==> src/sv/sjs_pkg.sv <==
// Shared types and constants of the SRTF job scheduler.
// Used by the controller, the datapath, the top level and the checker.
package sjs_pkg;

    localparam int ID_W            = 22;
    localparam int JOB_TIME_W      = 16;
    localparam int DEF_QUEUE_DEPTH = 16;
    localparam int DEF_TIME_BITS   = 16;

    typedef enum logic [1:0] {
        ST_GRANT = 2'd0,
        ST_DENY  = 2'd1,
        ST_FULL  = 2'd2
    } t_status;

    typedef enum logic [1:0] {
        SCAN_FIND  = 2'd0,
        SCAN_MIN   = 2'd1,
        SCAN_SHIFT = 2'd2
    } t_scan;

    typedef enum logic [2:0] {
        WR_NONE     = 3'd0,
        WR_REQ_TAIL = 3'd1,
        WR_REQ_POS  = 3'd2,
        WR_RUN_TAIL = 3'd3,
        WR_RUN_LAST = 3'd4
    } t_wr;

    typedef struct packed {
        logic    latch_req;
        logic    set_run_req;
        logic    set_run_time;
        logic    clear_run;
        logic    set_run_best;
        logic    scan_init;
        logic    scan_en;
        t_scan   scan_mode;
        t_wr     wr_sel;
        logic    cnt_inc;
        logic    cnt_dec;
        logic    set_status;
        t_status status;
        logic    out_load;
    } t_cmd;

    typedef struct packed {
        logic run_valid;
        logic id_eq_run;
        logic req_zero;
        logic req_lt_run;
        logic count_zero;
        logic full;
        logic found;
        logic scan_done;
        logic out_free;
    } t_dp_stat;

endpackage

==> src/sv/srtf_job_scheduler.sv <==
// Top level of the SRTF job scheduler: controller plus datapath.
// Depends on sjs_pkg, sjs_ctrl and sjs_datapath.
//
//   channel   | handshake                  | payload
//   ----------+----------------------------+--------------------------------------
//   request   | i_req_valid / o_req_ready  | i_requester_id, i_job_time
//   response  | o_rsp_valid / i_rsp_ready  | o_status, o_running_valid,
//             |                            | o_running_id, o_running_time
//
// One request is in work at a time. A request from an idle block, or a time update of
// the running job that needs no new pick from the table, is answered without a scan;
// a table search, a minimum search and a compaction pass each read the waiting table
// one entry at a time through its single read port.
// Reset is synchronous and clears the running job and the table fill count.
// The response register holds a finished result while the next request is accepted;
// a stalled response only delays the following one.
module srtf_job_scheduler import sjs_pkg::*; #(
    parameter int QUEUE_DEPTH = DEF_QUEUE_DEPTH,
    parameter int TIME_BITS   = DEF_TIME_BITS
) (
    input  logic                  i_clk,
    input  logic                  i_rst_n,
    input  logic                  i_req_valid,
    output logic                  o_req_ready,
    input  logic [ID_W-1:0]       i_requester_id,
    input  logic [JOB_TIME_W-1:0] i_job_time,
    output logic                  o_rsp_valid,
    input  logic                  i_rsp_ready,
    output logic [1:0]            o_status,
    output logic                  o_running_valid,
    output logic [ID_W-1:0]       o_running_id,
    output logic [JOB_TIME_W-1:0] o_running_time
);

    localparam int TIME_W = (TIME_BITS < JOB_TIME_W) ? TIME_BITS : JOB_TIME_W;

    t_cmd              w_cmd;
    t_dp_stat          w_stat;
    t_status           w_status;
    logic [TIME_W-1:0] w_run_time;

    sjs_ctrl u_ctrl (
        .i_clk       (i_clk),
        .i_rst_n     (i_rst_n),
        .i_req_valid (i_req_valid),
        .o_req_ready (o_req_ready),
        .i_stat      (w_stat),
        .o_cmd       (w_cmd)
    );

    sjs_datapath #(
        .QUEUE_DEPTH (QUEUE_DEPTH),
        .TIME_W      (TIME_W)
    ) u_datapath (
        .i_clk           (i_clk),
        .i_rst_n         (i_rst_n),
        .i_requester_id  (i_requester_id),
        .i_job_time      (i_job_time[TIME_W-1:0]),
        .i_cmd           (w_cmd),
        .o_stat          (w_stat),
        .i_rsp_ready     (i_rsp_ready),
        .o_rsp_valid     (o_rsp_valid),
        .o_status        (w_status),
        .o_running_valid (o_running_valid),
        .o_running_id    (o_running_id),
        .o_running_time  (w_run_time)
    );

    assign o_status       = w_status;
    assign o_running_time = JOB_TIME_W'(w_run_time);

endmodule

==> src/sv/sjs_ctrl.sv <==
// Controller state machine of the SRTF job scheduler.
// Depends on sjs_pkg for the command and status structs.
module sjs_ctrl import sjs_pkg::*; (
    input  logic     i_clk,
    input  logic     i_rst_n,
    input  logic     i_req_valid,
    output logic     o_req_ready,
    input  t_dp_stat i_stat,
    output t_cmd     o_cmd
);

    typedef enum logic [7:0] {
        S_IDLE   = 8'b0000_0001,
        S_DECIDE = 8'b0000_0010,
        S_FIND   = 8'b0000_0100,
        S_PLACE  = 8'b0000_1000,
        S_MIN    = 8'b0001_0000,
        S_SHIFT  = 8'b0010_0000,
        S_FIX    = 8'b0100_0000,
        S_DONE   = 8'b1000_0000
    } t_state;

    t_state r_state, n_state;
    logic   r_from_min, n_from_min;
    t_cmd   cmd;

    assign o_req_ready = (r_state == S_IDLE);
    assign o_cmd       = cmd;

    always_comb begin
        cmd        = '0;
        n_state    = r_state;
        n_from_min = r_from_min;
        unique case (r_state)
            S_IDLE: begin
                if (i_req_valid) begin
                    cmd.latch_req = 1'b1;
                    n_state       = S_DECIDE;
                end
            end
            S_DECIDE: begin
                cmd.set_status = 1'b1;
                cmd.status     = ST_GRANT;
                if (!i_stat.run_valid) begin
                    cmd.set_run_req = 1'b1;
                    n_state         = S_DONE;
                end else if (i_stat.id_eq_run) begin
                    if (!i_stat.req_zero) begin
                        cmd.set_run_time = 1'b1;
                        n_state          = S_DONE;
                    end else if (i_stat.count_zero) begin
                        cmd.clear_run = 1'b1;
                        n_state       = S_DONE;
                    end else begin
                        cmd.scan_init = 1'b1;
                        cmd.scan_mode = SCAN_MIN;
                        n_state       = S_MIN;
                    end
                end else begin
                    cmd.scan_init = 1'b1;
                    cmd.scan_mode = SCAN_FIND;
                    n_state       = S_FIND;
                end
            end
            S_FIND: begin
                cmd.scan_en   = 1'b1;
                cmd.scan_mode = SCAN_FIND;
                if (i_stat.found || i_stat.scan_done) begin
                    n_state = S_PLACE;
                end
            end
            S_PLACE: begin
                cmd.set_status = 1'b1;
                n_state        = S_DONE;
                if (!i_stat.found && i_stat.full) begin
                    cmd.status = ST_FULL;
                end else if (i_stat.req_lt_run && !i_stat.found) begin
                    // The new requester preempts at once; the old job goes to the tail.
                    cmd.status      = ST_GRANT;
                    cmd.wr_sel      = WR_RUN_TAIL;
                    cmd.cnt_inc     = 1'b1;
                    cmd.set_run_req = 1'b1;
                end else if (i_stat.req_lt_run) begin
                    cmd.status    = ST_GRANT;
                    cmd.scan_init = 1'b1;
                    cmd.scan_mode = SCAN_SHIFT;
                    n_from_min    = 1'b0;
                    n_state       = S_SHIFT;
                end else if (!i_stat.found) begin
                    cmd.status  = ST_DENY;
                    cmd.wr_sel  = WR_REQ_TAIL;
                    cmd.cnt_inc = 1'b1;
                end else begin
                    cmd.status = ST_DENY;
                    cmd.wr_sel = WR_REQ_POS;
                end
            end
            S_MIN: begin
                cmd.scan_en   = 1'b1;
                cmd.scan_mode = SCAN_MIN;
                if (i_stat.scan_done) begin
                    cmd.scan_en   = 1'b0;
                    cmd.scan_init = 1'b1;
                    cmd.scan_mode = SCAN_SHIFT;
                    n_from_min    = 1'b1;
                    n_state       = S_SHIFT;
                end
            end
            S_SHIFT: begin
                cmd.scan_en   = 1'b1;
                cmd.scan_mode = SCAN_SHIFT;
                if (i_stat.scan_done) begin
                    n_state = S_FIX;
                end
            end
            S_FIX: begin
                n_state = S_DONE;
                if (r_from_min) begin
                    cmd.cnt_dec      = 1'b1;
                    cmd.set_run_best = 1'b1;
                end else begin
                    // The table kept its size: the old job fills the freed last slot.
                    cmd.wr_sel      = WR_RUN_LAST;
                    cmd.set_run_req = 1'b1;
                end
            end
            S_DONE: begin
                if (i_stat.out_free) begin
                    cmd.out_load = 1'b1;
                    n_state      = S_IDLE;
                end
            end
            default: begin
                n_state = S_IDLE;
            end
        endcase
    end

    always_ff @(posedge i_clk) begin
        if (!i_rst_n) begin
            r_state    <= S_IDLE;
            r_from_min <= 1'b0;
        end else begin
            r_state    <= n_state;
            r_from_min <= n_from_min;
        end
    end

endmodule

==> src/sv/sjs_datapath.sv <==
// Datapath of the SRTF job scheduler: waiting-table memory, scan unit,
// running job and result register. Depends on sjs_pkg.
module sjs_datapath import sjs_pkg::*; #(
    parameter int QUEUE_DEPTH = DEF_QUEUE_DEPTH,
    parameter int TIME_W      = DEF_TIME_BITS
) (
    input  logic              i_clk,
    input  logic              i_rst_n,
    input  logic [ID_W-1:0]   i_requester_id,
    input  logic [TIME_W-1:0] i_job_time,
    input  t_cmd              i_cmd,
    output t_dp_stat          o_stat,
    input  logic              i_rsp_ready,
    output logic              o_rsp_valid,
    output t_status           o_status,
    output logic              o_running_valid,
    output logic [ID_W-1:0]   o_running_id,
    output logic [TIME_W-1:0] o_running_time
);

    localparam int AW = $clog2(QUEUE_DEPTH);
    localparam int CW = $clog2(QUEUE_DEPTH + 1);

    logic [ID_W-1:0]   mem_id   [QUEUE_DEPTH];
    logic [TIME_W-1:0] mem_time [QUEUE_DEPTH];

    logic [ID_W-1:0]   r_rd_id;
    logic [TIME_W-1:0] r_rd_time;
    logic [CW-1:0]     r_count;
    logic [CW-1:0]     r_idx;
    logic [CW-1:0]     r_pidx;
    logic              r_pv;
    logic              r_found;
    logic [CW-1:0]     r_pos;
    logic [ID_W-1:0]   r_best_id;
    logic [TIME_W-1:0] r_best_time;
    logic [ID_W-1:0]   r_req_id;
    logic [TIME_W-1:0] r_req_time;
    logic              r_run_valid;
    logic [ID_W-1:0]   r_run_id;
    logic [TIME_W-1:0] r_run_time;
    t_status           r_status;
    logic              r_out_valid;
    t_status           r_out_status;
    logic              r_out_run_valid;
    logic [ID_W-1:0]   r_out_run_id;
    logic [TIME_W-1:0] r_out_run_time;

    logic              issue;
    logic              hit;
    logic              better;
    logic              we;
    logic [AW-1:0]     wa;
    logic [ID_W-1:0]   wd_id;
    logic [TIME_W-1:0] wd_time;
    logic [CW-1:0]     pidx_m1;
    logic [CW-1:0]     count_m1;

    assign pidx_m1  = r_pidx - CW'(1);
    assign count_m1 = r_count - CW'(1);

    // One table read per cycle; the compare runs on the registered read data in the next cycle.
    assign issue  = i_cmd.scan_en && (r_idx != r_count)
                    && !((i_cmd.scan_mode == SCAN_FIND) && r_found);
    assign hit    = i_cmd.scan_en && (i_cmd.scan_mode == SCAN_FIND) && r_pv && !r_found
                    && (r_rd_id == r_req_id);
    assign better = i_cmd.scan_en && (i_cmd.scan_mode == SCAN_MIN) && r_pv
                    && ((r_pidx == '0) || (r_rd_time < r_best_time));

    always_comb begin
        we      = 1'b0;
        wa      = '0;
        wd_id   = r_req_id;
        wd_time = r_req_time;
        if (i_cmd.scan_en && (i_cmd.scan_mode == SCAN_SHIFT) && r_pv) begin
            // Compaction: each entry above the removed one moves down by one slot.
            we      = 1'b1;
            wa      = pidx_m1[AW-1:0];
            wd_id   = r_rd_id;
            wd_time = r_rd_time;
        end else begin
            unique case (i_cmd.wr_sel)
                WR_NONE: begin
                    we = 1'b0;
                end
                WR_REQ_TAIL: begin
                    we = 1'b1;
                    wa = r_count[AW-1:0];
                end
                WR_REQ_POS: begin
                    we = 1'b1;
                    wa = r_pos[AW-1:0];
                end
                WR_RUN_TAIL: begin
                    we      = 1'b1;
                    wa      = r_count[AW-1:0];
                    wd_id   = r_run_id;
                    wd_time = r_run_time;
                end
                WR_RUN_LAST: begin
                    we      = 1'b1;
                    wa      = count_m1[AW-1:0];
                    wd_id   = r_run_id;
                    wd_time = r_run_time;
                end
                default: begin
                    we = 1'b0;
                end
            endcase
        end
    end

    always_ff @(posedge i_clk) begin
        if (we) begin
            mem_id[wa]   <= wd_id;
            mem_time[wa] <= wd_time;
        end
        if (issue) begin
            r_rd_id   <= mem_id[r_idx[AW-1:0]];
            r_rd_time <= mem_time[r_idx[AW-1:0]];
        end
    end

    always_ff @(posedge i_clk) begin
        if (!i_rst_n) begin
            r_idx   <= '0;
            r_pidx  <= '0;
            r_pv    <= 1'b0;
            r_found <= 1'b0;
            r_pos   <= '0;
        end else if (i_cmd.scan_init) begin
            r_pv    <= 1'b0;
            r_found <= 1'b0;
            r_idx   <= (i_cmd.scan_mode == SCAN_SHIFT) ? (r_pos + CW'(1)) : '0;
        end else if (i_cmd.scan_en) begin
            r_pv   <= issue;
            r_pidx <= r_idx;
            if (issue) begin
                r_idx <= r_idx + CW'(1);
            end
            if (hit) begin
                r_found <= 1'b1;
                r_pos   <= r_pidx;
            end
            if (better) begin
                r_pos <= r_pidx;
            end
        end
    end

    always_ff @(posedge i_clk) begin
        if (better) begin
            r_best_id   <= r_rd_id;
            r_best_time <= r_rd_time;
        end
        if (i_cmd.latch_req) begin
            r_req_id   <= i_requester_id;
            r_req_time <= i_job_time;
        end
        if (i_cmd.set_status) begin
            r_status <= i_cmd.status;
        end
        if (i_cmd.out_load) begin
            r_out_status    <= r_status;
            r_out_run_valid <= r_run_valid;
            r_out_run_id    <= r_run_id;
            r_out_run_time  <= r_run_time;
        end
    end

    always_ff @(posedge i_clk) begin
        if (!i_rst_n) begin
            r_count     <= '0;
            r_out_valid <= 1'b0;
            r_run_valid <= 1'b0;
            r_run_id    <= '0;
            r_run_time  <= '0;
        end else begin
            if (i_cmd.cnt_inc) begin
                r_count <= r_count + CW'(1);
            end else if (i_cmd.cnt_dec) begin
                r_count <= count_m1;
            end
            if (i_cmd.out_load) begin
                r_out_valid <= 1'b1;
            end else if (i_rsp_ready) begin
                r_out_valid <= 1'b0;
            end
            if (i_cmd.set_run_req) begin
                r_run_valid <= 1'b1;
                r_run_id    <= r_req_id;
                r_run_time  <= r_req_time;
            end else if (i_cmd.set_run_time) begin
                r_run_time <= r_req_time;
            end else if (i_cmd.clear_run) begin
                r_run_valid <= 1'b0;
                r_run_id    <= '0;
                r_run_time  <= '0;
            end else if (i_cmd.set_run_best) begin
                r_run_id   <= r_best_id;
                r_run_time <= r_best_time;
            end
        end
    end

    always_comb begin
        o_stat.run_valid  = r_run_valid;
        o_stat.id_eq_run  = (r_req_id == r_run_id);
        o_stat.req_zero   = (r_req_time == '0);
        o_stat.req_lt_run = (r_req_time < r_run_time);
        o_stat.count_zero = (r_count == '0);
        o_stat.full       = (r_count == CW'(QUEUE_DEPTH));
        o_stat.found      = r_found;
        o_stat.scan_done  = (r_idx == r_count) && !r_pv;
        o_stat.out_free   = !r_out_valid || i_rsp_ready;
    end

    assign o_rsp_valid     = r_out_valid;
    assign o_status        = r_out_status;
    assign o_running_valid = r_out_run_valid;
    assign o_running_id    = r_out_run_id;
    assign o_running_time  = r_out_run_time;

endmodule

==> config.mk <==
export PLATFORM = sky130hd
export DESIGN_NAME = srtf_job_scheduler
export DESIGN_NICKNAME = d
export VERILOG_FILES = /design/src/sv/sjs_pkg.sv /design/src/sv/srtf_job_scheduler.sv /design/src/sv/sjs_ctrl.sv /design/src/sv/sjs_datapath.sv
export SDC_FILE = /design/constraint.sdc
export NUM_CORES = 1
export LEC_CHECK = 0
export ABC_CLOCK_PERIOD_IN_PS = 7600
export BUFFER_PORTS_ARGS = -buffer_cell sky130_fd_sc_hd__buf_4
export CAP_MARGIN = 20
export CORE_AREA = 4 4 373 375
export CTS_BUF_LIST = sky130_fd_sc_hd__clkbuf_2
export CTS_CLUSTER_DIAMETER = 200
export CTS_CLUSTER_SIZE = 12
export DETAILED_ROUTE_END_ITERATION = 6
export DIE_AREA = 0 0 377 379
export GPL_ROUTABILITY_DRIVEN = 0
export SLEW_MARGIN = 20
export SYNTH_ARGS = -nofsm -noshare
export SYNTH_HDL_FRONTEND = slang
export SYNTH_HIERARCHICAL = 1
export SYNTH_SLANG_ARGS = --single-unit
==> constraint.sdc <==
create_clock -name i_clk -period 7.6 [get_ports i_clk]
set_clock_uncertainty 0.05 [all_clocks]
set_input_delay 1.14 -clock i_clk [delete_from_list [all_inputs] [get_ports i_clk]]
set_output_delay 1.14 -clock i_clk [all_outputs]
set_load 0.02 [all_outputs]
; ---- Word level (Yosys, flattened, before mapping)
; Memories as Yosys holds them, arrays and structs flattened. A register that Yosys moved wholly into a read port is not among the register bits.
; Index checks and enable logic that the tools add are counted.
; Widths: inputs -> output; s select.
[word_totals]
in_bits = 42
output_inout_bits = 43
ramBits = 608
memories = 2
regBits = 190
word_cells = 203
[mem_list]
columns = name, words, width, read_ports, rd_clocked_by_memory_dff, write_ports, line_no
row1 = u_datapath.mem_id, 16, 22, 1, 1, 1, sjs_datapath.sv:24  ; logic [ID_W-1:0] mem_id [QUEUE_DEPTH];
row2 = u_datapath.mem_time, 16, 16, 1, 1, 1, sjs_datapath.sv:25  ; logic [TIME_W-1:0] mem_time [QUEUE_DEPTH];
[op_classes]
n_addsub = 5
magnitude_cmp = 2
n_bitwise = 2
n_reduce_logical = 48
muxes = 95
n_eq_ne = 28
[ops]
columns = op, count
row1 = $mux 22, 6
row2 = $mux 16, 6
row3 = $mux 8, 12
row4 = $pmux 8 s8, 1
row5 = $eq 22x22->1, 2
row6 = $mux 5, 8
row7 = $mux 1, 37
row8 = $lt 16x16->1, 2
row9 = $mux 2, 11
row10 = $logic_not 16->1, 1
row11 = $add 5x1->5 const B, 3
row12 = $logic_and 1x1->1, 15
row13 = $reduce_bool 2->1, 7
row14 = $mux 4, 3
row15 = $ne 2x1->1 const B, 6
row16 = $pmux 3 s2, 2
row17 = $pmux 4 s3, 1
row18 = $logic_not 5->1, 2
row19 = $reduce_and 2->1, 5
row20 = $reduce_and 5->1, 2
row21 = $eq 8x1->1 const B, 1
row22 = $eq 8x2->1 const B, 1
row23 = $eq 8x3->1 const B, 1
row24 = $eq 8x4->1 const B, 1
row25 = 29 further kinds, 44

; ---- Logic depth before layout (Yosys ltp)
[logic_depth]
word_depth = 13
ltp_mapped = 20
mapped_depth_nobuf = 17

; ---- Hierarchy
; The synthesis kept the hierarchy.
[modules_own_cells]
columns = module, seq_area_each_um2, n_inst, area_each_um2, cells_each
row1 = sjs_datapath, 24213.2, 1, 32889.0, 1706
row2 = sjs_ctrl, 180.2, 1, 784.5, 104

; ---- Worst setup path before layout
; No wires, ideal clock.
[synth_timing]
path_kind = register to register
startpoint = register u_datapath.r_req_time[1]
endpoint = memory u_datapath.mem_id[9][0] (enable)
path_slack_ns = 1.980
stages_incl_launch_ff = 18
period_less_slack_ns = 5.620
required_time_ns = 7.117
setup_ns = 0.433
arrival_time_ns = 5.137
path_buffers = 2
cell_sequence = edfxtp_1 -> ha_1 -> a21o_1 -> a21o_1 -> a41oi_1 -> o21ai_0 -> a21oi_1 -> ha_1 -> nor2_1 -> nor2_1 -> buf_4 -> clkbuf_1 -> nor2_1 -> nand2_1 -> o22ai_1 -> a21o_1 -> or3b_1 -> nor2_1
[synth_lines]
columns = item, line_no
row1 = start: declaration, sjs_datapath.sv:38  ; logic [TIME_W-1:0] r_req_time;
row2 = start signal: assignment, sjs_datapath.sv:158  ; r_req_time <= i_job_time;
row3 = end: declaration, sjs_datapath.sv:24

==> impl_summary.md <==
Floorplanning
For this configuration, the core starts out at a cell density of 24.9%. The total area inside the core boundary comes to 0.135 mm². The horizontal die dimension is 377 µm.

The overall die area is 0.143 mm². In this run the count of I/O pins placed on the die edge is 85. The number of core rows is 135. From bottom edge to top edge, the die measures 379 µm.

Timing
The routed design could run at a clock period as short as 5.90 ns. The transition time of the tightest slew-check pin is 1.07 ns. In the finished design, the share of the clock period the worst path needs comes to 77.6%.

The final critical-path setup slack is 1.70 ns. For this run, the top clock speed supported by timing is 0.170 GHz. The final number of max-transition violations is 0. Setup repair after global routing left no endpoint under its margin. The number of endpoints failing setup at the final stage is 0.

The hold violation total from the final report came to 0. Headroom to the max-slew limit came out at 28.6%. In the final timing run, aggregate negative setup slack is 0 ns.

Place
The instance area at placement is 0.0367 mm². The HPWL after detailed placement is 48.2 mm. Timing analysis after detailed placement gives a worst setup slack of 1.78 ns. After detailed placement, the design holds a cell count of 3628. The number of buffers inserted by port buffering is 84.

Worst setup path
Walking the worst path, the cells encountered are ha_1 > a21o_1 > a21o_1 > a41oi_1 > o21ai_0 > a21oi_1 > ha_1 > nor2_1 > nor2_1 > nor2_1 > nand2_1 > o22ai_1 > a21o_1 > or3b_1 > nor2_4 > buf_4. The type of the worst setup path is flop to flop. At the worst endpoint, the arrival time is 6.64 ns.

The number of buffers and inverters on the critical path is 1. The slowest cell on the critical path is nor2_1. STA puts the critical path data required time at 8.34 ns. The kind of capture point of the worst setup path is a flop. The maximum cell stage delay along the critical path is 0.79 ns. The largest delay contributor family on the critical path is simple AND/OR/NAND/NOR gates.

The biggest fanout along the worst timing path is 28. The sort of element at the start of the critical path is a flop.

Power and ir drop
In this run the power density over the cells is 199 mW/mm². The share of total power dissipated in combinational logic is 5.6%. The clock group share of total power is 25.2%. For this design the total switching power over the nets is 1.77 mW. Of the total power, registers draw 69.1%. Internal power comes to 5.78 mW. The maximum vdd drop is 91.8 µV. In this run switching power makes up 23.4% of total power. The analysis attributes to cell leakage a power of 11.9 nW.

Route
The wire length reported by the detailed router is 79.9 mm. The iteration-0 DRC count of the detailed router is 1452. The final antenna-violating net count is 0. Using the TritonRoute via totals, the vias-per-cell ratio works out to 4.51.

For this run, the detailed router's first-pass iteration total came to 5. Across all layers, the routed design uses 17163 vias. Dividing the detail-routed wire length by the instance count gives 21.0 µm. The residual DRC count is 0.

Logic synthesis
The most common cell in the synthesized netlist is edfxtp_1. Synthesis inferred 836 register bits. Summed over all instances, the cell type with the most area after synthesis is edfxtp_1. The synthesized design devotes to its leading area cell type 68.2% of total area.

The cell count after synthesis came out at 1810. The leading register cell type out of synthesis is edfxtp_1. The synthesized design contains 765 enable-type register cells. The net count after synthesis is 1893.

The sequential element share of the synthesized area is 72.4%. During synthesis, Yosys emitted a total of 6 warnings. By area the synthesized netlist is led by edfxtp_1 (68%), mux4_2 (13%), dfxtp_1 (4.2%), ha_1 (1.5%), mux2i_1 (1.4%). The count of different cell masters after synthesis is 75.

The mean area per synthesized cell is 18.6 µm². The fraction of registers with async set/reset is 0%. Ranked by instance count, the synthesized netlist is headed by edfxtp_1 (765), mux4_2 (190), nor2_1 (88). The cell area that synthesis handed to floorplanning was 0.0337 mm².

GRT
Entering global routing, the biggest net connects 74 pins. The first-pass GRT wire length is 118 mm. The initial antenna violation count was 2. The number of global-route vias before repair is 17433. The sum of overflow across all layers after global routing is 0.

The overall track demand over capacity in global routing is 10.9%.

Flow run
The max-capacitance violation count is 0.

Clock network
The H-tree was split into 3 levels. TritonCTS built the clock tree. The total number of clock tree sinks is 836. The count of instances resized after the clock tree is built is 0. In this run the deepest clock path goes through 3 buffers. After clock tree synthesis, the setup repair step added 0 buffers. The library cell used as clock root buffer is clkbuf_2. Buffers inserted to repair hold after CTS numbered 38.

The later pin in the worst-skew pair is clocked with a latency of 1.25 ns. The clock slew seen by the registers of the worst setup and hold paths is 0.25 ns. In this run, CTS created clock tree buffers numbering 79.

Min path
The type of the tightest min-delay check is input port to flop.

Run status
The flow ran to the end, and the final reports show no timing, DRC or antenna violations.

Cells and area
The count of nets after finishing is 2052. With fillers left out, the area of the finished cells amounts to 0.0379 mm². The fraction of final layout cells sized beyond drive strength 1 is 26.2%.

The filler cells instantiated in the layout total 13398. The count of cells in the finished layout, fillers not included, comes to 3805. The synthesis-to-layout area growth is 12.6%.
## power by group through the flow
stage | Combinational (mW) | Sequential, mW | Clock (mW)
2_1_floorplan | 0.237 | 5.29 | 0
5_1_grt | 0.467 | 5.23 | 2.17
4_1_cts | 0.416 | 5.22 | 1.99
3_3_place_gp | 0.388 | 5.32 | 0
3_5_place_dp | 0.398 | 5.32 | 0
6_report | 0.426 | 5.22 | 1.90
## kinds of logic after synthesis
kind of cell | after synthesis | synth area share, %
DFF | 836 | 72.4
and+or+nand+nor | 283 | 4.32
muxes | 239 | 14.2
AOI/OAI and AO/OA | 202 | 4.08
buffers and inverters | 145 | 1.80
xor gates and xnor gates | 64 | 1.66
adders and majority gates | 41 | 1.52
## cell type report
cell class | instances | area (µm²) | area share [%]
Tap cell | 1781 | 2230 | 5.88
Sequential cell | 836 | 24400 | 64.4
Multi-Input combinational cell | 829 | 8950 | 23.6
Clock inverter | 4 | 67.6 | 0.178
Inverter | 53 | 199 | 0.525
Clock buffer | 129 | 646 | 1.70
Antenna cell | 3 | 7.51 | 0.0198
Timing Repair Buffer | 170 | 1410 | 3.71
## through the flow
stage	hold slack, ns	utilization, %	power [mW]
2_1_floorplan	0.350	-	5.52
6_report	0.222	28.0	7.55
4_1_cts	0.0880	27.9	7.63
3_5_place_dp	0.357	27.1	5.72
5_1_grt	0.187	28.0	7.87
3_3_place_gp	0.351	27.1	5.71
## layer usage
| metal | vias to the layer above | routed length, µm | GRT usage (%) |
|---|---|---|---|
| li1 | 7554 | - | - |
| met1 | 9018 | 33700 | 14.2 |
| met3 | 108 | 3700 | 1.41 |
| met5 | - | 0 | 0 |
| met4 | 0 | 1800 | 3.10 |
| met2 | 483 | 40600 | 19.2 |
## state kept, by name, summed over array words and instances, names as in the netlist, 8 cells and up
signal and count:
u_datapath/r_run_id 22, u_datapath/r_best_time 16, u_datapath/mem_id 352, u_datapath/r_rd_time 16, u_datapath/o_running_id 22, u_datapath/r_req_time 16
u_datapath/r_req_id 22, u_datapath/r_best_id 22, u_datapath/r_run_time 16, u_ctrl/r_state 8, u_datapath/r_rd_id 22, u_datapath/mem_time 256
u_datapath/o_running_time 16
## cells in the final DEF, fill, tap and decap left out, types with 16 or more instances in the layout
master           n
clkbuf_2       129
a21oi_1         35
o211a_1         24
o21ai_0         32
dlygate4sd3_1   38
nor2_4          17
nor2b_1         29
nor2_1          70
dfxtp_1         67
xnor2_1         31
nor4_1          16
mux2i_1         47
a22oi_1         38
mux4_2         190
nand2_1         68
a21oi_2         27
edfxtp_1       765
ha_1            41
xor2_1          33
inv_1           52
buf_4          127
## final timing paths
| kind | endpoint | start | slack, ns | cells after the start |
|---|---|---|---|---|
| worst max-delay path | u_datapath/mem_time[13][7] | u_datapath/r_req_time[1] | 1.70 | 16 |
| worst min-delay path | u_ctrl/r_state[0] | i_req_valid | 0.22 | 4 |
| worst max register to register | u_datapath/mem_time[13][7] | u_datapath/r_req_time[1] | 1.70 | 16 |
| worst min register to register | u_datapath/o_status[1] | u_datapath/r_status[1] | 0.40 | 0 |
## worst register-to-register path, cell delays in order (launching register included)
cell      delay [ns]
edfxtp_1        0.50
ha_1            0.32
a21o_1          0.16
a21o_1          0.17
a41oi_1         0.19
o21ai_0         0.14
a21oi_1         0.45
ha_1            0.32
nor2_1          0.06
nor2_1          0.79
nor2_1          0.19
nand2_1         0.21
o22ai_1         0.11
a21o_1          0.25
or3b_1          0.53
nor2_4          0.46
buf_4           0.57
Note: power is estimated with default switching activity, not from simulation.
